File: src/hw/rtl/llsf_pkg.sv
// ---------------------------------------------------------------------------
// llsf_pkg: shared types and constants of the line fit core
// Status codes, reset value of the interval register and the command
// bundle that drives the serial arithmetic unit.
// ---------------------------------------------------------------------------
package llsf_pkg;

   typedef logic [1:0] status_type;

   localparam status_type STATUS_OK       = 2'd0;
   localparam status_type STATUS_TOO_FEW  = 2'd1;
   localparam status_type STATUS_OVERFLOW = 2'd2;

   localparam logic [7:0] RESET_INTERVAL = 8'd30;

   // command to the serial unit: start pulses for one cycle
   typedef struct packed {
      logic start;
      logic divide;
   } llsf_cmd_type;

endpackage

File: src/hw/rtl/llsf_serial_unit.sv
// ---------------------------------------------------------------------------
// llsf_serial_unit: bit-serial multiply and divide
// Multiply: op_a (two's complement) times op_b (unsigned, low MW bits),
// one multiplier bit per cycle. Divide: unsigned restoring division of
// op_a by op_b, one quotient bit per cycle. done pulses with the result.
// ---------------------------------------------------------------------------
module llsf_serial_unit #(
   parameter int WIDE = 80,
   parameter int MW   = 17
) (
   input  logic                  clock,
   input  logic                  reset,
   input  llsf_pkg::llsf_cmd_type cmd,
   input  logic [WIDE-1:0]       op_a,
   input  logic [WIDE-1:0]       op_b,
   output logic                  done,
   output logic [WIDE-1:0]       result
);
   import llsf_pkg::*;

   localparam int CNTW = $clog2(WIDE + 1);

   logic            run_ff;
   logic            div_ff;
   logic            done_ff;
   logic [CNTW-1:0] cnt_ff;
   logic [WIDE-1:0] acc_ff;
   logic [WIDE-1:0] sh_ff;
   logic [WIDE-1:0] den_ff;
   logic [WIDE:0]   rem_ff;

   logic [WIDE:0]   rem_sh;
   logic            fits;
   logic [WIDE:0]   rem_in;

   // one restoring step: bring in next dividend bit, try the subtract
   always_comb begin
      rem_sh = {rem_ff[WIDE-1:0], sh_ff[WIDE-1]};
      fits   = rem_sh >= {1'b0, den_ff};
      rem_in = fits ? rem_sh - {1'b0, den_ff} : rem_sh;
   end

   // advance one bit per cycle
   always_ff @(posedge clock) begin
      if (reset) begin
         run_ff  <= 1'b0;
         div_ff  <= 1'b0;
         done_ff <= 1'b0;
         cnt_ff  <= '0;
      end else begin
         done_ff <= 1'b0;
         if (cmd.start) begin
            run_ff <= 1'b1;
            div_ff <= cmd.divide;
            cnt_ff <= cmd.divide ? CNTW'(WIDE) : CNTW'(MW);
            acc_ff <= '0;
            rem_ff <= '0;
            sh_ff  <= op_a;
            den_ff <= op_b;
         end else if (run_ff) begin
            if (div_ff) begin
               rem_ff <= rem_in;
               sh_ff  <= {sh_ff[WIDE-2:0], fits};
            end else begin
               if (den_ff[0]) begin
                  acc_ff <= acc_ff + sh_ff;
               end
               sh_ff  <= {sh_ff[WIDE-2:0], 1'b0};
               den_ff <= {1'b0, den_ff[WIDE-1:1]};
            end
            cnt_ff <= cnt_ff - CNTW'(1);
            if (cnt_ff == CNTW'(1)) begin
               run_ff  <= 1'b0;
               done_ff <= 1'b1;
            end
         end
      end
   end

   assign done   = done_ff;
   assign result = div_ff ? sh_ff : acc_ff;

endmodule
File: config.mk
export PLATFORM = sky130hd
export DESIGN_NAME = llsf_serial_unit
export DESIGN_NICKNAME = d
export VERILOG_FILES = /design/src/hw/rtl/llsf_pkg.sv /design/src/hw/rtl/llsf_serial_unit.sv
export SDC_FILE = /design/constraint.sdc
export NUM_CORES = 1
export LEC_CHECK = 0
export BUFFER_PORTS_ARGS = -buffer_cell sky130_fd_sc_hd__buf_2
export CAP_MARGIN = 20
export CORE_ASPECT_RATIO = 0.8
export CORE_MARGIN = 2
export CORE_UTILIZATION = 56
export CTS_CLUSTER_DIAMETER = 50
export DETAILED_ROUTE_END_ITERATION = 8
export HOLD_SLACK_MARGIN = 0.08
export MAX_ROUTING_LAYER = met4
export PLACE_DENSITY = 0.76
export SYNTH_ARGS = -nofsm -noshare
export SYNTH_HDL_FRONTEND = slang
export SYNTH_SLANG_ARGS = --single-unit
File: constraint.sdc
create_clock -name clock -period 8 [get_ports clock]
set_clock_uncertainty 0.1 [all_clocks]
set_input_delay 0.8 -clock clock [delete_from_list [all_inputs] [get_ports clock]]
set_output_delay 0.8 -clock clock [all_outputs]
set_load 0.05 [all_outputs]
==> results.py <==
metrics = {
    "outcome": {
        "status": "finished clean",
    },
    "sta": {
        "fin_crit_sh_pct": 59.9,
        "fin_crit_ns": 4.79,
        "setup_tns_ns": 0,
        "hold_violations": 0,
        "setup_violations": 0,
        "fin_ws_ns": 3.21,
        "finalMaxSlewViolations": 0,
        "rsz0062_at_grt": "no",
        "relSlewSlack_pct": 20.3,
        "fmax_mhz": 209,
        "tightest_slew_ns": 1.17,
    },
    "setup_path": {
        "path_class": "register to register",
        "cp-start-kind": "register",
        "max_stage_delay_ns": 0.74,
        "crit_arrival_ns": 4.98,
        "timing.rr.start": "rem_ff[17]$_SDFFCE_PP0P_",
        "crit_path_frequent_cell": "nor2_1",
        "cp_cell_sequence": "ha_1 -> nand2_1 -> o221ai_1 -> a21oi_1 -> or4_1 -> a211oi_2 -> nor2_1 -> o211ai_4 -> buf_4 -> mux2i_1 -> nor2_1",
        "crit_fanout": 57,
        "startpoint": "rem_ff[17]$_SDFFCE_PP0P_",
        "crit_path_end_kind": "register",
        "crit_required_ns": 8.19,
        "r2r_slack_ns": 3.21,
        "crit_path_top_delay_cell": "buf_4",
    },
    "synthesis": {
        "avgSynthCellArea_um2": 9.36,
        "synth-seq-area-share_pct": 40.0,
        "syn_nets": 2946,
        "syn_inst": 2619,
        "synth_area_um2": 24500,
        "synth_flop_cell": "edfxtp_1",
        "async_flop_share_pct": 0,
        "synth.ff_latch_count": 330,
        "synth.distinct_cells": 79,
        "yosysWarnings": 0,
        "synth_edf_count": 320,
    },
    "clock_tree": {
        "postCtsHoldBufs": 0,
        "cts_tree": "done",
        "cts_buffer_depth": 3,
        "cts_num_sinks": 330,
        "clock_latency_ns": 0.58,
        "post_cts_buffers": 0,
        "cts_resized": 0,
        "clk_root_buffer_cell": "clkbuf_16",
        "cts_max_level": 2,
        "path_clk_slew_ns": 0.06,
        "numCtsBuffers": 41,
    },
    "route": {
        "drc": 0,
        "routed.top_layer": "met4",
        "vias_per_cell": 6.17,
        "wl_met2_um": 27100,
        "vias": 20816,
        "ant_nets": 0,
        "wl_met3_um": 5090,
        "drt-met1-wl_um": 32500,
        "drt-pass1-iter-count": 5,
        "wire_per_inst_um": 19.6,
        "wl_um": 66200,
        "dr.first_iter.drc_count": 2310,
    },
    "global_routing": {
        "grt_pass1_wl_um": 104000,
        "track_usage_pct": 29.5,
        "grt_pass1_vias": 19649,
        "antenna_found_initial": 1,
        "grt_max_degree": 114,
        "overflow": 0,
    },
    "hold_path": {
        "min_from": "cnt_ff[6]$_SDFFE_PP0N_",
        "hold_class": "register to register",
    },
    "finish": {
        "n_fill_cell": 3667,
        "layout-drive-gt1-share_pct": 18.1,
        "regArea_um2": 9810,
        "area_growth_pct": 11.7,
        "multiInputGateArea_um2": 13600,
        "layout.nets": 3109,
    },
    "die": {
        "die_area_um2": 45500,
        "num_rows": 68,
        "initial_utilization_pct": 56.8,
        "pin_count": 245,
        "dieHeight_um": 191,
        "die_x_um": 238,
        "core_um2": 43100,
    },
    "power_and_ir_drop": {
        "power_leakage_nw": 11.1,
        "ir_drop_v": 0.000187,
        "power_density_nw_per_um2": 213,
        "finalPower_mw": 5.83,
    },
    "place": {
        "dp_worst_setup_slack_ns": 3.31,
        "globalplace.congestion": 0.967,
        "dp_hpwl_um": 48900,
        "io_buffers": 244,
    },
    "run": {
        "max_cap_violations": 0,
    },
}
==> where the power goes <==
group	leakage [nW]	internal (mW)	switching, mW
combinational	7.29	0.654	1.14
clock	0.652	1.08	0.798
sequential	3.13	2.08	0.0753
==> worst max-delay path, delay by kind of cell (launching register included) <==
kind            cells  cell delay (ns)
flops               1             0.39
compound gates      4             1.50
buf+inv             1             0.74
fa+ha+maj           1             0.46
mux                 1             0.31
simple gates        4             0.96
==> placed cells by master (no fill, tap or decap), types with 7 or more instances in the layout <==
| cell | Yosys | routed |
|---|---|---|
| nand2_1 | 248 | 248 |
| nand3_1 | 39 | 39 |
| ha_1 | 161 | 161 |
| xor2_1 | 63 | 63 |
| xnor2_1 | 79 | 79 |
| o31ai_1 | 7 | 7 |
| nand2b_1 | 15 | 15 |
| clkbuf_16 | 0 | 43 |
| clkinv_1 | 0 | 8 |
| nor2b_1 | 17 | 17 |
| mux2_2 | 162 | 162 |
| a21o_1 | 49 | 49 |
| and3_1 | 8 | 8 |
| buf_4 | 8 | 11 |
| a21oi_1 | 231 | 231 |
| nor4_1 | 8 | 8 |
| inv_1 | 141 | 140 |
| a21boi_0 | 9 | 9 |
| edfxtp_1 | 320 | 320 |
| a31oi_1 | 14 | 14 |
| o21bai_1 | 53 | 53 |
| a221oi_1 | 8 | 8 |
| o21ai_1 | 8 | 8 |
| o21a_1 | 22 | 21 |
| buf_2 | 20 | 243 |
| nand4_1 | 67 | 67 |
| or3_1 | 9 | 9 |
| o21ai_0 | 197 | 197 |
| mux2i_1 | 48 | 48 |
| nor2_1 | 273 | 271 |
| a211oi_1 | 45 | 45 |
| and2_1 | 15 | 15 |
| dfxtp_1 | 10 | 9 |
| o211ai_1 | 17 | 17 |
| nor3_1 | 38 | 38 |
==> sequential cells by signal, indices dropped and copies added, names as in the netlist <==
name	cells
acc_ff	80
den_ff	80
rem_ff	80
sh_ff	80
cnt_ff	7
div_ff	1
done	1
run_ff	1
==> worst paths after layout <==
check | endpoint | cells after the start
setup / recovery | rem_ff[14]$_SDFFCE_PP0P_ | 11
hold / removal | done$_SDFF_PP0_ | 1
setup reg to reg | rem_ff[14]$_SDFFCE_PP0P_ | 11
hold reg to reg | done$_SDFF_PP0_ | 1
==> cell families after synthesis <==
group | count (synthesis) | synth area share (%)
AOI/OAI and AO/OA | 729 | 18.4
xor gates and xnor gates | 142 | 5.07
adders and majority gates | 163 | 8.38
buffers and inverters | 278 | 4.51
DFF | 330 | 40.0
muxes | 213 | 9.55
and+or+nand+nor | 764 | 14.0
==> cells in the mapped netlist, types with 20 or more instances <==
library cell	number	area share (%)
nand4_1	67	1.7
buf_2	20	0.41
o21a_1	22	0.67
nor3_1	38	0.78
clkbuf_1	97	1.5
xnor2_1	79	2.8
xor2_1	63	2.3
o21bai_1	53	1.6
a21oi_1	231	4.7
nand2_1	248	3.8
ha_1	161	8.2
mux2i_1	48	2.0
edfxtp_1	320	39
nand3_1	39	0.80
nor2_1	273	4.2
a211oi_1	45	1.4
mux2_2	162	7.4
a21o_1	49	1.5
o21ai_0	197	4.0
inv_1	141	2.2
==> stage by stage <==
stage	instances	utilization, %	area [µm²]	hold WS, ns
floorplan	2619	-	24500	0.328
global placement	3297	60.3	26000	0.347
detailed placement	3297	60.3	26000	0.376
CTS	3372	63.4	27300	0.373
global route	3375	63.5	27400	0.401
finish	3375	63.5	27400	0.378
==> cell type report <==
class,count,area share [%]
antenna,1,0.00914
clock inverter,24,0.777
inverter,141,1.94
clock buffer,51,4.11
tap,560,2.56
timing repair buffer,257,5.00
sequential,330,35.8
multi-input combinational,2011,49.8
==> layer usage <==
metal  GRT usage (%)  vias to the layer above
met1            44.2                    10004
met5               -                        -
met2            40.5                      753
met4            8.32                        0
li1                -                     9949
met3            5.29                      110
Note: power is estimated with default switching activity, not from simulation.
